[config.mk]
export PLATFORM = sky130hd
export DESIGN_NAME = fsaa_front
export DESIGN_NICKNAME = d
export VERILOG_FILES = /design/src/rtl/core/fsaa_pkg.sv /design/src/rtl/core/fsaa_front.sv
export SDC_FILE = /design/constraint.sdc
export NUM_CORES = 1
export LEC_CHECK = 0
export ABC_AREA = 1
export BUFFER_PORTS_ARGS = -buffer_cell sky130_fd_sc_hd__buf_2
export CAP_MARGIN = 20
export CORE_MARGIN = 2
export CORE_UTILIZATION = 35
export DETAILED_ROUTE_END_ITERATION = 12
export GPL_ROUTABILITY_DRIVEN = 0
export PLACE_DENSITY = 0.72
export REMOVE_ABC_BUFFERS = 1
export SYNTH_ARGS = -nofsm -noshare
export SYNTH_HDL_FRONTEND = slang
export SYNTH_SLANG_ARGS = --single-unit
export TNS_END_PERCENT = 1
[constraint.sdc]
create_clock -name vclk -period 6.4
set_input_delay 1.6 -clock vclk [all_inputs]
set_output_delay 1.6 -clock vclk [all_outputs]
set_load 0.03 [all_outputs]
[src/rtl/core/fsaa_pkg.sv]
// fsaa_pkg: shared command, configuration and operation codes for the frame stacking store
`timescale 1ns / 1ps
package fsaa_pkg;

   localparam logic [1:0] CMD_CLEAR = 2'd0;
   localparam logic [1:0] CMD_ACCUM = 2'd1;
   localparam logic [1:0] CMD_READ  = 2'd2;

   localparam int CFG_WIDTH_IDX  = 0;
   localparam int CFG_HEIGHT_IDX = 1;

   // classified operation between front and back
   localparam logic [1:0] OP_CLEAR = 2'd0;
   localparam logic [1:0] OP_ACCUM = 2'd1;
   localparam logic [1:0] OP_READ  = 2'd2;
   localparam logic [1:0] OP_OOR   = 2'd3;   // read off the canvas

endpackage

[src/rtl/core/fsaa_front.sv]
// fsaa_front: decodes items, checks the canvas and forms the store address
`timescale 1ns / 1ps
module fsaa_front #(
   parameter int XW = 8,
   parameter int YW = 8,
   parameter int AW = 18,
   parameter int MAX_WIDTH = 256,
   parameter int MAX_HEIGHT = 256,
   parameter int CHANNELS = 3
) (
   input  logic          clock,
   input  logic          reset,
   input  logic          in_valid,
   input  logic [1:0]    cmd,
   input  logic [7:0]    pos_x,
   input  logic [7:0]    pos_y,
   input  logic [1:0]    channel,
   input  logic [7:0]    shift_x,
   input  logic [7:0]    shift_y,
   input  logic [7:0]    pixel,
   input  logic [8:0]    cfg_width,
   input  logic [8:0]    cfg_height,
   output logic          out_valid,
   output logic [1:0]    out_op,
   output logic [AW-1:0] out_addr,
   output logic [7:0]    out_pixel
);
   logic [8:0] x, y;
   logic [12:0] wlim, hlim;
   logic on_canvas;
   logic [AW+2:0] lin;

   always_comb begin
      x = (cmd == fsaa_pkg::CMD_ACCUM) ? 9'(pos_x) + 9'(shift_x) : 9'(pos_x);
      y = (cmd == fsaa_pkg::CMD_ACCUM) ? 9'(pos_y) + 9'(shift_y) : 9'(pos_y);
      wlim = (13'(cfg_width) < 13'(MAX_WIDTH)) ? 13'(cfg_width) : 13'(MAX_WIDTH);
      hlim = (13'(cfg_height) < 13'(MAX_HEIGHT)) ? 13'(cfg_height) : 13'(MAX_HEIGHT);
      on_canvas = (13'(x) < wlim) && (13'(y) < hlim) && (3'(channel) < 3'(CHANNELS));
      lin = ((AW+3)'(y) * (AW+3)'(MAX_WIDTH) + (AW+3)'(x)) * (AW+3)'(CHANNELS)
            + (AW+3)'(channel);
      out_addr  = lin[AW-1:0];
      out_pixel = pixel;
      out_valid = 1'b0;
      out_op    = fsaa_pkg::OP_OOR;
      case (cmd)
         fsaa_pkg::CMD_CLEAR: begin
            out_valid = in_valid && on_canvas;
            out_op    = fsaa_pkg::OP_CLEAR;
         end
         fsaa_pkg::CMD_ACCUM: begin
            out_valid = in_valid && on_canvas;
            out_op    = fsaa_pkg::OP_ACCUM;
         end
         fsaa_pkg::CMD_READ: begin
            out_valid = in_valid;
            out_op    = on_canvas ? fsaa_pkg::OP_READ : fsaa_pkg::OP_OOR;
         end
         default: out_valid = 1'b0;
      endcase
   end

   logic unused;
   assign unused = clock ^ reset ^ (|XW) ^ (|YW);
endmodule

======== Word level (Yosys, flattened, before mapping) ========
Cells that the tools add are included.
storage, ports and cells
  bits in registers ....................... 0
  bits of input ports ..................... 65
operators by class
  equality and inequality tests ........... 2
  order comparisons ....................... 5
  reductions and logical operators ........ 5
  multiplexer cells ....................... 7
  $mul .................................... 1
  add/subtract/negate cells ............... 4
operators with widths
  operator               count
  $mux 9                 4
  $add 17x9->18          1
  $add 18x2->18          1
  $add 8x8->9            2
  $lt 9x9->1             2
  $lt 9x9->1 const B     2
  $mul 18x2->18 const B  1
  $pmux 2 s3             1
  $logic_and 1x1->1      3
  $eq 2x1->1 const B     1
  $eq 2x2->1 const B     1
  $logic_not 2->1        1
  $lt 2x2->1 const B     1
  $pmux 1 s2             1
  $reduce_or 2->1        1
  $mux 1                 1

======== Longest topological paths before layout ========
Gate-level depths: netlist of the first run.
  depth in word-level cells ............... 7
  gate-level depth with buffers ........... 31
  mapped depth without buffers ............ 31

======== Worst setup path before layout of the first run ========
Ideal clock, no wire load.
  path kind ............................... in2out
  start point ............................. input pos_x[0]
  end point ............................... output out_addr[17]
  cell stages on the path ................. 29
  data arrival time ....................... 5.333 ns
  slack ................................... -0.533 ns
  path buffers ............................ 0
  cells stage by stage .................... ha_1 > fa_1 > nand3_1 > nand2_1 > nand2_1 > nand2_1 > nand2_1 > inv_1 > o21ai_0 > a21oi_1 > ha_1 > ha_1 > inv_1 > nor2_2 > inv_2 > nor2_4 > inv_2 > nor2_4 > nand2_4 > xor2_4 > xor2_1 > ha_1 > a21oi_1 > nor2_1 > a211oi_1 > inv_1 > a221oi_1 > nand3_1 > nand2_1
between the ends
  word-level cells in the longest chain between the ends .. 5
ends and longest elaborated chain
  what               line              source
  from (decl)        fsaa_front.sv:15  input logic [7:0] pos_x,
  $add 8x8->9        fsaa_front.sv:34  x = (cmd == fsaa_pkg::CMD_ACCUM) ? 9'(pos_x) + 9'(shift_x) : 9'(pos_x);
  $mux 9 (*)         fsaa_front.sv:34
  $add 17x9->18 (*)  fsaa_front.sv:39  lin = ((AW+3)'(y) * (AW+3)'(MAX_WIDTH) + (AW+3)'(x)) * (AW+3)'(CHANNELS)
  $mul 18x2->18 (*)  fsaa_front.sv:39
  $add 18x2->18 (*)  fsaa_front.sv:40  + (AW+3)'(channel);
  to (decl)          fsaa_front.sv:25  output logic [AW-1:0] out_addr,
Every way passes the cells marked *; elsewhere a longest branch is shown, timed or not.

======== Worst setup path in the final report of the first run ========
Same ends and word-level chain as after synthesis.

==> reports/qor.csv, run 1 <==
stage,metric,value,unit
run_status,status,"complete, but fails checks",
run_status,violations,negative setup slack,
yosys,synth.avg_cell_area,6.09,sq um
power,vdd_drop_max,0.237,mV
setup_path,max_stage_delay,0.35,ns
route,dr.pass1.iters,4,
floorplanning,rows,32,
sta,period_share,1.07,
global_routing,grt_max_degree,16,
setup_path,cp_max_fo,3,
global_routing,track_usage,0.190,
route,viasPerCell,4.89,
final_layout,layout.nets,755,
sta,layout_setup_ws,-0.475,ns
yosys,synth_cell_types,45,
placed_design,place_ws,-0.878,ns
yosys,synth_most_common_cell,nand2_1,
sta,setup_viol,6,
sta,rsz0062_at_grt,yes,
floorplanning,die_x,93.9,um
floorplanning,dieArea,8830,sq um
route,wire_per_inst,11.2,um
yosys,synth_top_family_by_area,simple AND/OR/NAND/NOR gates,
setup_path,critPathLaunch,pos_x[0],
final_layout,seq_cells,0,
yosys,seq_area_frac_synth,0,
setup_path,worstSetupStartpointType,input pin,
floorplanning,ios,94,
yosys,synthCells,465,
placed_design,post-dp-hpwl,6.89,mm
global_routing,antenna_found_initial,0,
setup_path,path_class,input pin to primary output,
route,postRouteAntennaNets,0,
yosys,synth_top_area_frac,0.247,
global_routing,overflow,0,
route,vias,3569,
sta,hold_viol_final,0,
job,drv_cap,0,
final_layout,diodes,0,
yosys,synth_top_area_cell,ha_1,
power,p_leak,2.38,nW
route,initialDrtViolationCount,61,
yosys,synth-xor-area-share,0.0650,
sta,min_period,6.88,ns
route,drc,0,
yosys,syn-cell-area,2830,sq um
placed_design,numPortBuffers,76,
final_layout,fill_cells,783,
final_layout,synthToLayoutAreaGrowth,48.7,%
floorplanning,coreArea,7770,sq um
yosys,synthTopCellsByArea,"ha_1 25%, nand2_1 18%, nand3_1 6.9%",
yosys,synth_fa_ha_area_frac,0.276,
power,total_power,0.753,mW
setup_path,end_kind,primary output,
hold_path,min-delay-start,pixel[0],
final_layout,regArea,0,sq um
floorplanning,fp.dieH,93.9,um
sta,tns,-1.71,ns
yosys,yosys_warnings,0,
route,routed_wl,8.20,mm
setup_path,cp_slowest_cell,fa_2,
sta,slew_violations,0,
setup_path,crit_required,4.80,ns
hold_path,hold_path.class,input pin to primary output,
sta,relSlewSlack,0.739,
hold_path,holdPathStages,0,
yosys,synth_simple_gate_area_frac,0.418,
sta,max_freq,145,MHz
sta,tightest_slew,0.386,ns
floorplanning,initial_core_util,0.365,
final_layout,clkbuf_count,0,
hold_path,hold_end,out_pixel[0],
global_routing,first_global_vias,3557,
final_layout,final_layout_size_suffix_gt1_frac,0.392,
power,power_density,179,nW/um^2
yosys,synth_common_cells,"139 x nand2_1, 56 x ha_1, 50 x inv_1, 39 x nand3_1, 35 x a21oi_1",
clocking,ctsHoldBuffers,0,
final_layout,final_core_util,0.542,
setup_path,arrival,5.28,ns
global_routing,grt_pass1_wl,14.3,mm
yosys,synth.area.mux_share,0,
yosys,synth_compound_area_frac,0.132,
==> power by group <==
| part | internal (mW) | switching [mW] | total, mW |
|---|---|---|---|
| clock | 0 | 0 | 0 |
| sequential | 0 | 0 | 0 |
| combinational | 0.332 | 0.422 | 0.753 |
| total | 0.332 | 0.422 | 0.753 |
==> cell families (layout without fill, tap and decap cells) <==
group                      after synthesis  after routing
and+or+nand+nor                        252            252
adders and majority gates               60             60
xor gates and xnor gates                18             18
AOI/OAI and AO/OA                       65             65
buffers and inverters                   70            233
==> placed cells by master (no fill, tap or decap), drive strengths merged, types with 13 or more instances in the layout <==
cell   Yosys  layout
nand2    148     148
nand3     44      44
xor2      13      13
o21ai     17      17
buf       11     173
nor2      38      38
ha        56      56
a21oi     36      36
inv       56      56
==> worst max path at each step <==
stage	end	slack [ns]	cells after the start
after global routing	out_addr[17]	-0.81	32
after detailed placement	out_addr[17]	-0.88	32
final	out_addr[17]	-0.48	32
after global placement	out_addr[17]	-0.88	32
after CTS	out_addr[17]	-0.53	33
after floorplan	out_addr[17]	-0.54	29
==> critical path: cells and delay by family <==
family	cells	cell delay, ns
compound gates	5	0.62
xor+xnor	1	0.15
fa+ha+maj	5	1.20
simple gates	11	0.69
buf+inv	10	1.01
==> final cells by class <==
| cell class | instances | area, sq um | area share |
|---|---|---|---|
| timing repair buffer | 175 | 1170 | 0.279 |
| tap | 102 | 128 | 0.0303 |
| multi-input combinational | 395 | 2690 | 0.639 |
| inverter | 58 | 218 | 0.0517 |
==> metal layers <==
| layer | global-route usage | wire length, um |
|---|---|---|
| met1 | 0.216 | 3460 |
| met2 | 0.388 | 4280 |
| met3 | 0.0177 | 359 |
| met4 | 0.0217 | 91 |
| met5 | 0 | 0 |
==> metrics by stage <==
stage | hold slack [ns] | area, sq um | cells
after global placement | 3.20 | 3950 | 723
after global routing | 3.20 | 4210 | 730
after floorplan | 3.20 | 2740 | 453
after CTS | 3.20 | 4110 | 725
final | 3.20 | 4210 | 730
after detailed placement | 3.20 | 3950 | 723
==> timing repair <==
action | in CTS | in global routing
endpoints found under the setup margin | 9 | 10
pin swaps | 18 | 11
setup buffers | 2 | 5
hold endpoints to repair | 0 | 0
resized for setup | 31 | 17
(Power assumes the default switching activity.)
==> run 2, diff against run 1 <==
CELL_PAD_IN_SITES_DETAIL_PLACEMENT = 0   (was not set)
CELL_PAD_IN_SITES_GLOBAL_PLACEMENT = 1   (was not set)
CORE_MARGIN = not set   (was 2)
CORE_UTILIZATION = 33   (was 35)
PLACE_DENSITY = 0.92   (was 0.72)
==> run 2 against run 1 <==
The run still ends with negative setup slack left. Global-route usage fell by 0.37 points. Fmax fell by 0.93%. Worst hold slack did not move. Count of clock-buffer cells in the layout did not move. Power rose by 3.9%. Cell area rose by 4.4%. Largest power group unchanged. Non-clock buffer count rose by 4. Die area rose by 1.5%. Final cell count rose by 0.96%. Utilization fell by 0.96 points. Combinational power rose by 3.9%. Critical path depth fell by 2.
==> reports/qor.csv, run 2 (synthesized netlist as in run 1, its figures left out) <==
stage,metric,value,unit
route,wl_met3,435,um
route,initialDrtViolationCount,144,
sta,period_share,1.08,
floorplanning,ios,94,
setup_path,cpMostUsedCell,nand2_2,
setup_path,path_class,input pin to primary output,
global_routing,track_usage,0.187,
setup_path,crit_required,4.80,ns
sta,layout_setup_ws,-0.540,ns
setup_path,end_kind,primary output,
route,viasPerCell,4.81,
final_layout,layout.nets,759,
final_layout,clkbuf_count,0,
global_routing,grt_pass1_wl,14.1,mm
final_layout,final_core_util,0.533,
sta,tns,-1.83,ns
final_layout,synthToLayoutAreaGrowth,55.3,%
power,p_leak,2.41,nW
sta,min_period,6.94,ns
route,drc,0,
hold_path,hold_end,out_pixel[0],
hold_path,min-delay-start,pixel[0],
final_layout,final_cell_mix,"129 x nand2_1, 104 x buf_4, 65 x buf_2",
final_layout,final_layout_size_suffix_gt1_frac,0.434,
route,wire_per_inst,11.2,um
floorplanning,die_x,94.6,um
hold_path,hold_path.class,input pin to primary output,
power,power_density,178,nW/um^2
sta,relSlewSlack,0.768,
floorplanning,coreArea,8260,sq um
route,wl_met2,4.19,mm
floorplanning,rows,33,
placed_design,postPlaceCellArea,3930,sq um
global_routing,grt_max_degree,16,
placed_design,numPortBuffers,76,
setup_path,critPathTopFamily,adder cells,
setup_path,crit_buf_inv,9,
final_layout,diodes,0,
global_routing,overflow,0,
route,vias,3548,
route,postRouteAntennaNets,0,
hold_path,holdPathStages,0,
route,routed_wl,8.28,mm
floorplanning,fp.dieH,94.6,um
placed_design,post-dp-hpwl,6.82,mm
setup_path,cp_max_fo,3,
setup_path,cp_slowest_cell,fa_2,
setup_path,worstSetupStartpointType,input pin,
run_status,status,"complete, but fails checks",
setup_path,max_stage_delay,0.36,ns
job,drv_cap,0,
final_layout,stdcell_area,4400,sq um
final_layout,fill_cells,809,
sta,rsz0062_at_grt,yes,
global_routing,antenna_found_initial,0,
final_layout,seq_cells,0,
route,wl_met1,3.52,mm
power,vdd_drop_max,0.192,mV
clocking,ctsHoldBuffers,0,
floorplanning,dieArea,8950,sq um
sta,slew_violations,0,
route,top_layer,met4,
power,total_power,0.782,mW
sta,hold_viol_final,0,
sta,setup_viol,7,
global_routing,first_global_vias,3554,
run_status,violations,negative setup slack,
setup_path,critPathLaunch,pos_x[0],
floorplanning,initial_core_util,0.343,
final_layout,final_common_cell,nand2_1,
route,dr.pass1.iters,4,
final_layout,regArea,0,sq um
setup_path,arrival,5.34,ns
sta,tightest_slew,0.343,ns
sta,max_freq,144,MHz
## run 2: cell types whose count changed in the layout (fill, tap and decap cells not counted), moves of 4 or more
cell     previous run  this run
ha_1               48        43
ha_4                7        12
nand3_2             5         9
nand3_1            38        34
buf_6               3         7
nand2_2            11        16
nand2_1           134       129
nor2_1             29        25
nor2_2              5         9
## run 2: repair_timing
item                       CTS  global route
resized for setup           37            43
setup buffers                9             5
setup endpoints to repair    8            10
pin swaps                   21            24
## run 2: report_power, final
group / total, mW / internal, mW / switching [mW]
Clock: 0 / 0 / 0
Sequential: 0 / 0 / 0
Combinational: 0.782 / 0.349 / 0.433
Total: 0.782 / 0.349 / 0.433
## run 2: how the worst max path moves through the flow
| stage | slack, ns | endpoint | depth (start not counted) |
|---|---|---|---|
| 4_1_cts | -0.54 | out_addr[17] | 32 |
| 6_report | -0.54 | out_addr[17] | 30 |
| 2_1_floorplan | -0.54 | out_addr[17] | 29 |
| 3_3_place_gp | -0.89 | out_addr[17] | 32 |
| 5_1_grt | -0.75 | out_addr[17] | 31 |
| 3_5_place_dp | -0.97 | out_addr[17] | 32 |
## run 2: layer usage
layer | GRT usage | vias up
li1 | - | 1869
met1 | 0.212 | 1566
met2 | 0.363 | 97
met3 | 0.0250 | 16
met4 | 0.0417 | 0
met5 | 0 | -
## run 2: through the flow
step | worst slack [ns] | instances | hold slack [ns]
2_1_floorplan | -0.537 | 453 | 3.20
3_3_place_gp | -0.890 | 723 | 3.20
3_5_place_dp | -0.970 | 723 | 3.20
4_1_cts | -0.541 | 732 | 3.20
5_1_grt | -0.746 | 737 | 3.20
6_report | -0.540 | 737 | 3.20
## run 2: area by class of cell
class              instances  area, sq um  area share
multi-input cells        395         2820       0.642
inverters                 58          218      0.0495
well taps                105          131      0.0299
repair buffers           179         1230       0.279
