===== config.mk =====
export PLATFORM = sky130hd
export DESIGN_NAME = fsaa_queue
export DESIGN_NICKNAME = d
export VERILOG_FILES = /design/src/rtl/core/fsaa_queue.sv
export SDC_FILE = /design/constraint.sdc
export NUM_CORES = 1
export LEC_CHECK = 0
export CAP_MARGIN = 20
export CORE_UTILIZATION = 55
export DETAILED_ROUTE_END_ITERATION = 7
export DONT_BUFFER_PORTS = 1
export GPL_TIMING_DRIVEN = 1
export PLACE_DENSITY_LB_ADDON = 0.2
export SLEW_MARGIN = 30
export SYNTH_ARGS = -nofsm -noshare
export SYNTH_HDL_FRONTEND = slang
export SYNTH_SLANG_ARGS = --single-unit

===== constraint.sdc =====
create_clock -name clock -period 6.9 [get_ports clock]
set_input_delay 1.38 -clock clock [delete_from_list [all_inputs] [get_ports clock]]
set_output_delay 1.38 -clock clock [all_outputs]
set_load 0.05 [all_outputs]

===== src/rtl/core/fsaa_queue.sv =====
// fsaa_queue: small fifo of classified items between front and back
`timescale 1ns / 1ps
module fsaa_queue #(
   parameter int DATA_W = 8,
   parameter int DEPTH  = 4
) (
   input  logic              clock,
   input  logic              reset,
   input  logic              push,
   input  logic [DATA_W-1:0] push_data,
   output logic              full,
   input  logic              pop,
   output logic [DATA_W-1:0] pop_data,
   output logic              empty
);
   localparam int AW = $clog2(DEPTH);

   logic [DATA_W-1:0] mem_ff [DEPTH];
   logic [AW-1:0] wr_ff, wr_in, rd_ff, rd_in;
   logic [AW:0] cnt_ff, cnt_in;
   logic do_push, do_pop;

   assign full     = cnt_ff == (AW+1)'(DEPTH);
   assign empty    = cnt_ff == '0;
   assign do_push  = push && !full;
   assign do_pop   = pop && !empty;
   assign pop_data = mem_ff[rd_ff];

   always_comb begin
      wr_in  = do_push ? ((wr_ff == AW'(DEPTH-1)) ? '0 : wr_ff + 1'b1) : wr_ff;
      rd_in  = do_pop ? ((rd_ff == AW'(DEPTH-1)) ? '0 : rd_ff + 1'b1) : rd_ff;
      cnt_in = cnt_ff + (AW+1)'(do_push) - (AW+1)'(do_pop);
   end

   always_ff @(posedge clock) begin
      if (reset) begin
         wr_ff  <= '0;
         rd_ff  <= '0;
         cnt_ff <= '0;
      end else begin
         wr_ff  <= wr_in;
         rd_ff  <= rd_in;
         cnt_ff <= cnt_in;
      end
      if (do_push) mem_ff[wr_ff] <= push_data;
   end

`ifndef ASSERT_OFF
   a_no_overflow: assert property (@(posedge clock) disable iff (reset)
      full |=> !(cnt_ff > (AW+1)'(DEPTH))) else $error("queue overflow");
   a_count_step: assert property (@(posedge clock) disable iff (reset)
      (do_push && !do_pop) |=> cnt_ff == $past(cnt_ff) + 1'b1) else $error("count step");
   a_empty_hold: assert property (@(posedge clock) disable iff (reset)
      (empty && !push) |=> empty) else $error("empty changed");
`endif
endmodule


### Word level (Yosys, flattened, before mapping)

Memory sizes are Yosys's and may differ from the RTL's. A register that Yosys moved wholly into a read port is not among the register bits.
Cells that the tools add are included.

* register bits: 7
* bits in writable memories: 32
* bits of input ports: 12
* logic and storage cells: 22
* memories: 1

* $add $sub $neg: 4
* equality and inequality tests: 3
* mux-type cells: 6
* reductions and logical operators: 5

Memory list
* mem_ff: depth 4, width 8, read ports 1, clocked after Yosys merged registers in 1, wr ports 1, line 18 `logic [DATA_W-1:0] mem_ff [DEPTH];`

Operators with widths (number)
* $mux W2: 4
* $add A2 B1 Y2 const B: 2
* $eq A2 B2 Y1 const B: 2
* $add A3 B1 Y3: 1
* $eq A3 B3 Y1 const B: 1
* $logic_not A3 Y1: 1
* $sub A3 B1 Y3: 1
* $logic_and A1 B1 Y1: 2
* $logic_not A1 Y1: 2
* $mux W1: 2

### Depth between registers and ports, before layout

Gate-level depths: netlist of the first run.

* depth after elaboration: 5
* mapped depth: 11
* depth with buffers taken out: 10

### Worst setup path after synthesis of the first run

Ideal clock, no wire load.

* path type: input port to flip-flop
* start: input pop
* end: register cnt_ff[2]
* library setup time: 0.115 ns
* arrival: 2.753 ns
* setup slack: 4.033 ns
* cell stages on the path: 9
* buffers on the path: 0
* path through: o31ai_1 -> inv_1 -> ha_1 -> inv_1 -> ha_1 -> fa_1 -> xnor2_1 -> xnor2_1 -> nor2_1

* longest elaborated chain between the ends: 2

RTL lines
* start, declared: line 12 `input logic pop,`
* $logic_and A1 B1 Y1: line 26 `assign do_pop = pop && !empty;`
* $sub A3 B1 Y3: line 32 `cnt_in = cnt_ff + (AW+1)'(do_push) - (AW+1)'(do_pop);`
* end signal, assigned: line 43 `cnt_ff <= cnt_in;`
* end, declared: line 20 `logic [AW:0] cnt_ff, cnt_in;`

Every way passes these cells.
A chain may end at the register's enable or synchronous reset.

==> impl_metrics.env, run 1 <==
export IMPL_die_area_mm2=0.00320
export IMPL_drcViolationCount=0
export IMPL_ios=22
export IMPL_syn_inst=92
export IMPL_path_cells="mux4_2"
export IMPL_syn_avg_cell_area_um2=17.8
export IMPL_fin_area_mm2=0.00172
export IMPL_p_clk_share_pct=17.4
export IMPL_numPortBuffers=0
export IMPL_fin_nets=117
export IMPL_p_sw_uw=236
export IMPL_gp_congestion=0.641
export IMPL_grt_max_degree=14
export IMPL_grt_overflow=0
export IMPL_p_comb_share_pct=31.6
export IMPL_power_uw=642
export IMPL_syn_cell_area_mm2=0.00164
export IMPL_multiInputGateArea_um2=447
export IMPL_cts_made_buffers=5
export IMPL_drive_above_1_share_pct=20.4
export IMPL_vias=731
export IMPL_cts_setup_buffers=0
export IMPL_dp_cells=121
export IMPL_skew_ns=0.00811
export IMPL_yosys_warnings=0
export IMPL_grt_pass1_wl_mm=3.56
export IMPL_fp_dieW_um=56.6
export IMPL_cp_slowest_cell="mux4_2"
export IMPL_crit_type="reg -> out"
export IMPL_synth_seq_area_share_pct=69.7
export IMPL_synth_ff_type="edfxtp_1"
export IMPL_track_usage_pct=16.1
export IMPL_drt_iter0_markers=15
export IMPL_max_freq_mhz=318
export IMPL_final_cell_mix="32 x edfxtp_1, 9 x dfxtp_1, 8 x inv_1, 8 x mux4_2, 7 x ha_1"
export IMPL_fillers=206
export IMPL_hold_viol_final=0
export IMPL_p_int_uw=406
export IMPL_wirelength_mm=2.23
export IMPL_hold_class="reg -> reg"
export IMPL_synth_top_cell_by_area="edfxtp_1"
export IMPL_regArea_mm2=0.00114
export IMPL_postCtsHoldBufs=0
export IMPL_syn2layout_area_growth_pct=4.97
export IMPL_avgRoutedWirePerCell_um=17.3
export IMPL_fp_dieH_um=56.6
export IMPL_instances_no_fill=129
export IMPL_worstPathMaxFanout=8
export IMPL_slew_violations=0
export IMPL_p_sw_share_pct=36.8
export IMPL_via_per_inst=5.67
export IMPL_leakagePower_nw=0.614
export IMPL_mostFrequentLayoutCell="edfxtp_1"
export IMPL_worstSetupStartpointType="register"
export IMPL_worstPathArrival_ns=1.76
export IMPL_maxCapViolCount=0
export IMPL_cts_clk_slew_worst_paths_ns=0.11
export IMPL_dr_pass1_iters=3
export IMPL_num_rows=19
export IMPL_clock_latency_ns=0.34
export IMPL_status="completed"
export IMPL_antennaDiodeCount=0
export IMPL_grt_pass1_vias=742
export IMPL_worst_slew_pin_slew_ns=0.550
export IMPL_finalWorstPathRequiredPeriod_ns=3.14
export IMPL_rsz0062_at_grt="no"
export IMPL_slew_limit_headroom_pct=63.3
export IMPL_ys_types=25
export IMPL_final_core_util_pct=61.8
export IMPL_root_buffer="clkbuf_4"
export IMPL_cts_htree_levels=2
export IMPL_synth_seq_cells=41
export IMPL_antenna_found_initial=0
export IMPL_powerDensity_mw_per_mm2=374
export IMPL_irDropWorstVdd_uv=326
export IMPL_finalCritPeriodShare_pct=45.5
export IMPL_drtAntennaViolNets=0
export IMPL_synth_edff_count=32
export IMPL_cpPeakStageDelay_ns=0.75
export IMPL_cts_resized_gates=0
export IMPL_clockBufferDepth=2
export IMPL_cts_tree="built"
export IMPL_core_mm2=0.00278
export IMPL_setup_viol_count_final=0
export IMPL_crit_family="multiplexers"
export IMPL_async_reset_ff_share_pct=0
export IMPL_crit_required_ns=5.52
export IMPL_yosys_top_cells_area="edfxtp_1 59%, dfxtp_1 11%, mux4_2 11%, ha_1 5.3%, inv_1 1.8%"
export IMPL_fin_tns_setup_ns=0
export IMPL_synth_top_cell_area_share_pct=58.7
export IMPL_worst_path_buf_inv=0
export IMPL_dpl_cell_area_mm2=0.00166
export IMPL_syn_nets=112
export IMPL_cts_sinks=41
export IMPL_end_kind="output port"
export IMPL_start_util_pct=58.9
export IMPL_power_frac_seq_pct=51.0
[Yosys cell counts, types with 2 or more instances]
master	n
a21oi_1	2
nor2b_1	2
mux4_2	8
edfxtp_1	32
xnor2_1	2
nor2_1	2
nand3_1	2
nor3_1	2
inv_1	8
dfxtp_1	9
ha_1	7
and3_1	3
[final cells by class]
cell class	instances	share of cell area, %
clock buffers	5	2.18
clock inverters	3	1.02
inverters	8	1.75
multi-input cells	40	26.0
flip-flops and latches	41	66.4
well taps	31	2.26
repair buffers	1	0.437
[registers in the layout (all words and copies together) (netlist names), named ones only]
signal	count
mem_ff	32
cnt_ff	3
rd_ff	2
wr_ff	2
[power by group through the flow]
stage	logic, mW	registers [mW]	clock network [mW]
global route	0.217	0.332	0.123
CTS	0.205	0.329	0.115
floorplan	0.196	0.317	0
finish	0.203	0.327	0.112
global placement	0.200	0.333	0
detailed placement	0.205	0.334	0
[cells by family (layout without fill, tap and decap cells)]
group | Yosys count | after routing | synth area share, %
AO/OA/AOI/OAI | 5 | 5 | 2.29
XOR/XNOR | 2 | 2 | 1.07
adder cells (fa/ha/maj) | 8 | 8 | 6.57
buffers and inverters | 11 | 17 | 3.06
flip-flops | 41 | 41 | 69.7
multiplexers | 9 | 9 | 11.6
AND/OR/NAND/NOR | 16 | 16 | 5.73
[through the flow]
stage	hold slack, ns	setup slack, ns
finish	0.501	3.76
global route	0.525	3.62
CTS	0.499	3.69
detailed placement	0.480	3.92
global placement	0.483	4.00
floorplan	0.456	4.03
[worst reg2reg max path, stage by stage, from the launching register on]
cell     delay, ns
dfxtp_1       0.42
or3b_1        0.49
and2_4        0.22
inv_1         0.05
ha_1          0.13
inv_1         0.04
ha_1          0.19
fa_1          0.38
xnor2_1       0.17
xnor2_1       0.13
nor2_1        0.06
[layer usage]
layer | up-vias | GRT usage, % | part of all wire, %
met1 | 348 | 18.8 | 43
li1 | 357 | - | -
met2 | 19 | 25.4 | 50
met3 | 7 | 5.30 | 4.8
met5 | - | 0 | 0
met4 | 0 | 10.5 | 2.6
[final timing paths]
kind / endpoint / from / slack [ns] / cells after the start
max: pop_data[1] / register / 3.76 / 1
min reg2reg: rd_ff[0] / rd_ff[0] / 0.50 / 2
max reg2reg: cnt_ff[2] / cnt_ff[2] / 4.54 / 10
min: rd_ff[0] / rd_ff[0] / 0.50 / 2
No activity file was read; power rests on OpenSTA's default activity.
==> run 2, diff against run 1 <==
clock period = 2.8 ns   (was 6.9 ns; I/O delays follow)
==> run 2 against run 1 <==
Total power rose to 2.6 times the previous value; cell area grew 1.7%; clock-buffer cell count up 2; register-to-register slack lost 4.1 ns; first-iteration DRC count rose by 73%; sequential power increased by 150%; global-route usage down 0.25 points; utilization increased by 1.1 points; critical path type is now reg -> reg; largest cell class unchanged; largest power group unchanged.
==> impl_metrics.env, run 2 (same netlist as run 1, synthesis figures left out) <==
export IMPL_fin_nets=117
export IMPL_powerDensity_mw_per_mm2=966
export IMPL_hp_start="reset"
export IMPL_cts_tree="built"
export IMPL_reg2reg_depth=9
export IMPL_dr_pass1_iters=4
export IMPL_cts_resized_gates=0
export IMPL_avgRoutedWirePerCell_um=17.3
export IMPL_leakagePower_nw=0.629
export IMPL_grt_overflow=0
export IMPL_grt_busiest_layer="met2"
export IMPL_clock_latency_ns=0.34
export IMPL_fp_dieH_um=56.6
export IMPL_via_per_inst=5.77
export IMPL_final_cell_mix="32 x edfxtp_1, 9 x dfxtp_1, 8 x inv_1, 8 x mux4_2, 7 x ha_1"
export IMPL_cts_made_buffers=5
export IMPL_rsz0062_at_grt="no"
export IMPL_vias=744
export IMPL_power_mw=1.69
export IMPL_crit_required_ns=3.04
export IMPL_reg_largest_list="mem_ff x32, cnt_ff x3"
export IMPL_hold_class="in -> reg"
export IMPL_cts_htree_levels=2
export IMPL_fp_dieW_um=56.6
export IMPL_maxCapViolCount=0
export IMPL_ios=22
export IMPL_largest_reg_flops=32
export IMPL_root_buffer="clkbuf_4"
export IMPL_end_kind="register"
export IMPL_pre_cts_ws_ns=0.441
export IMPL_worstPathMaxFanout=5
export IMPL_hold_path_endpoint="wr_ff[1]"
export IMPL_max_freq_mhz=428
export IMPL_antennaDiodeCount=0
export IMPL_mostFrequentLayoutCell="edfxtp_1"
export IMPL_slew_limit_headroom_pct=62.1
export IMPL_wirelength_mm=2.23
export IMPL_r2r_end="cnt_ff[2]"
export IMPL_regMostFlops="mem_ff"
export IMPL_antenna_found_initial=0
export IMPL_drt_iter0_markers=26
export IMPL_finalWorstPathRequiredPeriod_ns=2.34
export IMPL_worstPathArrival_ns=2.58
export IMPL_status="completed"
export IMPL_cts_setup_buffers=0
export IMPL_slew_violations=0
export IMPL_met1_usage_pct=18.0
export IMPL_fin_tns_setup_ns=0
export IMPL_r2r_start="cnt_ff[1]"
export IMPL_drcViolationCount=0
export IMPL_drive_above_1_share_pct=19.4
export IMPL_met2_usage_pct=26.4
export IMPL_layout_setup_ws_ns=0.462
export IMPL_syn2layout_area_growth_pct=6.80
export IMPL_grt_max_degree=13
export IMPL_grt_pass1_vias=768
export IMPL_hold_viol_final=0
export IMPL_numPortBuffers=0
export IMPL_skew_ns=0.00862
export IMPL_start_util_pct=58.9
export IMPL_track_usage_pct=15.8
export IMPL_core_mm2=0.00278
export IMPL_clockBufferDepth=2
export IMPL_worstSetupStartpointType="register"
export IMPL_worst_slew_pin_slew_ns=0.563
export IMPL_gp_congestion=0.697
export IMPL_die_area_mm2=0.00320
export IMPL_drtAntennaViolNets=0
export IMPL_postCtsHoldBufs=0
export IMPL_worstHoldPathCells=1
export IMPL_grtUsageMet3_pct=4.61
export IMPL_cts_clk_slew_worst_paths_ns=0.11
export IMPL_num_rows=19
export IMPL_finalCritPeriodShare_pct=83.5
export IMPL_irDropWorstVdd_uv=803
export IMPL_grt_pass1_wl_mm=3.58
export IMPL_setup_viol_count_final=0
export IMPL_cts_sinks=41
export IMPL_r2r_setup_slack_ns=0.46
export IMPL_crit_type="reg -> reg"
-- run 2: worst max-delay path by stage --
stage	start	endpoint	cells past startpoint
finish	cnt_ff[1]	cnt_ff[2]	9
global route	cnt_ff[1]	cnt_ff[2]	9
CTS	cnt_ff[1]	cnt_ff[2]	9
detailed placement	cnt_ff[1]	cnt_ff[2]	9
global placement	cnt_ff[2]	cnt_ff[2]	10
floorplan	cnt_ff[2]	cnt_ff[2]	11
-- run 2: area by class of cell --
cell class	count	area, µm²
Multi-Input combinational cell	40	447
Tap cell	31	38.8
Fill cell	196	1030
Sequential cell	41	1140
Clock inverter	1	30.0
Clock buffer	7	55.1
Inverter	8	30.0
Timing Repair Buffer	1	7.51
-- run 2: stage by stage --
stage               hold slack [ns]  cells  cell area (µm²)  utilization, %
finish                        0.269    129             1750            62.9
global route                  0.243    129             1750            62.9
CTS                           0.256    129             1750            62.9
detailed placement            0.500    121             1660            59.8
global placement              0.469    121             1660            59.8
floorplan                     0.456     92             1640               -
-- run 2: layer usage --
metal	routed length, µm	share of wire [%]	up-vias
li1	-	-	355
met1	906	41	361
met2	1130	51	19
met3	123	5.5	9
met4	63	2.8	0
met5	0	0	-
-- run 2: where the power goes --
part           internal (mW)  switching, mW  total (mW)
logic                  0.164          0.335       0.499
registers              0.742         0.0630       0.805
clock network          0.213          0.174       0.387
total                   1.12          0.572        1.69
-- run 2: worst max-delay path, cell delays in order (launching register included) --
cell	delay [ns]
dfxtp_1	0.37
o31ai_1	0.54
inv_1	0.09
ha_1	0.29
inv_1	0.04
ha_1	0.18
fa_1	0.37
xnor2_1	0.18
xnor2_1	0.14
nor2_1	0.05
==> run 3, diff against run 2 <==
clock period = 2.2 ns   (was 2.8 ns; I/O delays follow)
==> run 3 against run 2 <==
Sequential share of layout area shrank 4.0 points; clock skew decreased by 0.00067 ns; highest routed layer unchanged; clock power rose by 50%; first-iteration DRC count down 42%; via count increased by 2.2%; register-to-register slack got worse by 0.41 ns; final cell count up 6.2%; hold slack got worse by 0.12 ns; critical endpoint unchanged.
==> impl_metrics.env, run 3 (same netlist as run 1, synthesis figures left out) <==
export IMPL_worstPathArrival_ns=2.38
export IMPL_p_sw_uw=787
export IMPL_finalCritPeriodShare_pct=97.9
export IMPL_worstHoldPathCells=1
export IMPL_reg_largest_list="mem_ff x32, cnt_ff x3"
export IMPL_start_util_pct=58.9
export IMPL_r2r_end="cnt_ff[2]"
export IMPL_avgRoutedWirePerCell_um=17.7
export IMPL_track_usage_pct=16.0
export IMPL_rsz0062_at_grt="yes"
export IMPL_die_area_mm2=0.00320
export IMPL_slew_limit_headroom_pct=69.2
export IMPL_regMostFlops="mem_ff"
export IMPL_worst_slew_pin_slew_ns=0.462
export IMPL_num_rows=19
export IMPL_drt_iter0_markers=15
export IMPL_mostFrequentLayoutCell="edfxtp_1"
export IMPL_numPortBuffers=0
export IMPL_fp_dieH_um=56.6
export IMPL_cts_tree="built"
export IMPL_status="completed"
export IMPL_clockBufferDepth=2
export IMPL_cts_sinks=41
export IMPL_grt_busiest_layer="met2"
export IMPL_worstPathMaxFanout=4
export IMPL_cts_htree_levels=2
export IMPL_fp_dieW_um=56.6
export IMPL_setup_viol_count_final=0
export IMPL_antenna_found_initial=0
export IMPL_root_buffer="clkbuf_4"
export IMPL_hold_class="in -> reg"
export IMPL_hold_path_endpoint="cnt_ff[2]"
export IMPL_cts_clk_slew_worst_paths_ns=0.11
export IMPL_dr_pass1_iters=4
export IMPL_multiInputGateArea_um2=489
export IMPL_crit_required_ns=2.43
export IMPL_drive_above_1_share_pct=36.8
export IMPL_powerDensity_mw_per_mm2=1280
export IMPL_max_freq_mhz=465
export IMPL_gp_congestion=0.699
export IMPL_final_core_util_pct=67.6
export IMPL_grt_max_degree=14
export IMPL_power_mw=2.40
export IMPL_power_frac_seq_pct=42.3
export IMPL_core_mm2=0.00278
export IMPL_met2_usage_pct=24.7
export IMPL_finalWorstPathRequiredPeriod_ns=2.15
export IMPL_vias=760
export IMPL_r2r_setup_slack_ns=0.05
export IMPL_critPathLaunch="cnt_ff[2]"
export IMPL_skew_ns=0.00796
export IMPL_wirelength_mm=2.42
export IMPL_fin_nets=125
export IMPL_hold_viol_final=0
export IMPL_hpwlAfterDp_mm=1.56
export IMPL_end_kind="register"
export IMPL_largest_reg_flops=32
export IMPL_drcViolationCount=0
export IMPL_drtAntennaViolNets=0
export IMPL_maxCapViolCount=0
export IMPL_irDropWorstVdd_uv=931
export IMPL_dpl_cell_area_mm2=0.00169
export IMPL_fin_tns_setup_ns=0
export IMPL_crit_type="reg -> reg"
export IMPL_p_sw_share_pct=32.8
export IMPL_postCtsHoldBufs=0
export IMPL_grt_pass1_vias=742
export IMPL_grtUsageMet3_pct=6.68
export IMPL_regArea_mm2=0.00115
export IMPL_fillers=182
export IMPL_met1_usage_pct=20.0
export IMPL_grt_pass1_wl_mm=3.57
export IMPL_final_cell_mix="32 x edfxtp_1, 9 x buf_4, 8 x mux4_2"
export IMPL_fin_area_mm2=0.00188
export IMPL_reg2reg_depth=10
export IMPL_hp_start="reset"
export IMPL_clock_latency_ns=0.33
export IMPL_slew_violations=0
export IMPL_r2r_start="cnt_ff[2]"
export IMPL_antennaDiodeCount=0
export IMPL_p_int_mw=1.61
export IMPL_leakagePower_nw=0.683
export IMPL_p_comb_share_pct=33.5
export IMPL_via_per_inst=5.55
export IMPL_syn2layout_area_growth_pct=14.8
export IMPL_ios=22
export IMPL_p_clk_share_pct=24.2
export IMPL_cts_made_buffers=5
export IMPL_worstSetupStartpointType="register"
export IMPL_grt_overflow=0
==> run 3: worst max path at each step <==
stage                endpoint  slack (ns)  cells past startpoint
floorplan           cnt_ff[2]        0.01                     11
global placement    cnt_ff[2]        0.08                     10
detailed placement  cnt_ff[2]        0.01                     10
CTS                 cnt_ff[2]       0.009                     10
global route        cnt_ff[2]       -0.02                     10
finish              cnt_ff[2]        0.05                     10
==> run 3: critical path, stage by stage (launching register included) <==
cell,delay (ns)
dfxtp_4,0.39
or3b_4,0.39
and2_4,0.15
inv_2,0.05
ha_4,0.12
inv_2,0.04
ha_4,0.15
fa_2,0.40
xnor2_2,0.17
xnor2_1,0.13
nor2_1,0.06
==> run 3: through the flow <==
| stage | worst slack [ns] | hold slack (ns) | cells |
|---|---|---|---|
| floorplan | 0.0144 | 0.456 | 92 |
| global placement | 0.0781 | 0.472 | 125 |
| detailed placement | 0.0144 | 0.491 | 125 |
| CTS | 0.00881 | 0.146 | 133 |
| global route | -0.0194 | 0.128 | 137 |
| finish | 0.0472 | 0.152 | 137 |
==> run 3: area by class of cell <==
| type | count | share of cell area, % |
|---|---|---|
| Sequential cell | 41 | 61.3 |
| Tap cell | 31 | 2.06 |
| Clock buffer | 5 | 2.00 |
| Timing Repair Buffer | 9 | 3.59 |
| Multi-Input combinational cell | 40 | 26.0 |
| Inverter | 8 | 1.60 |
| Clock inverter | 3 | 3.46 |
==> run 3: power groups by stage <==
| stage | clock network (mW) | logic, mW | registers, mW |
|---|---|---|---|
| after floorplan | 0 | 0.616 | 0.995 |
| after global placement | 0 | 0.695 | 1.01 |
| after detailed placement | 0 | 0.704 | 1.02 |
| after CTS | 0.587 | 0.706 | 1.00 |
| after global routing | 0.622 | 0.855 | 1.03 |
| final | 0.580 | 0.804 | 1.01 |
==> run 3: repair_timing <==
| action | 4_1_cts | 5_1_grt |
|---|---|---|
| setup endpoints to repair | 1 | 1 |
| setup buffers | 0 | 4 |
| endpoints found under the hold margin | 0 | 0 |
| pin swaps | 0 | 7 |
| gates resized for setup | 1 | 14 |
==> run 3: layer usage <==
layer  routed length [µm]  up-vias
met5                    0        -
met1                 1010      364
met2                 1280       17
met3                  105        4
met4                   25        0
li1                     -      375
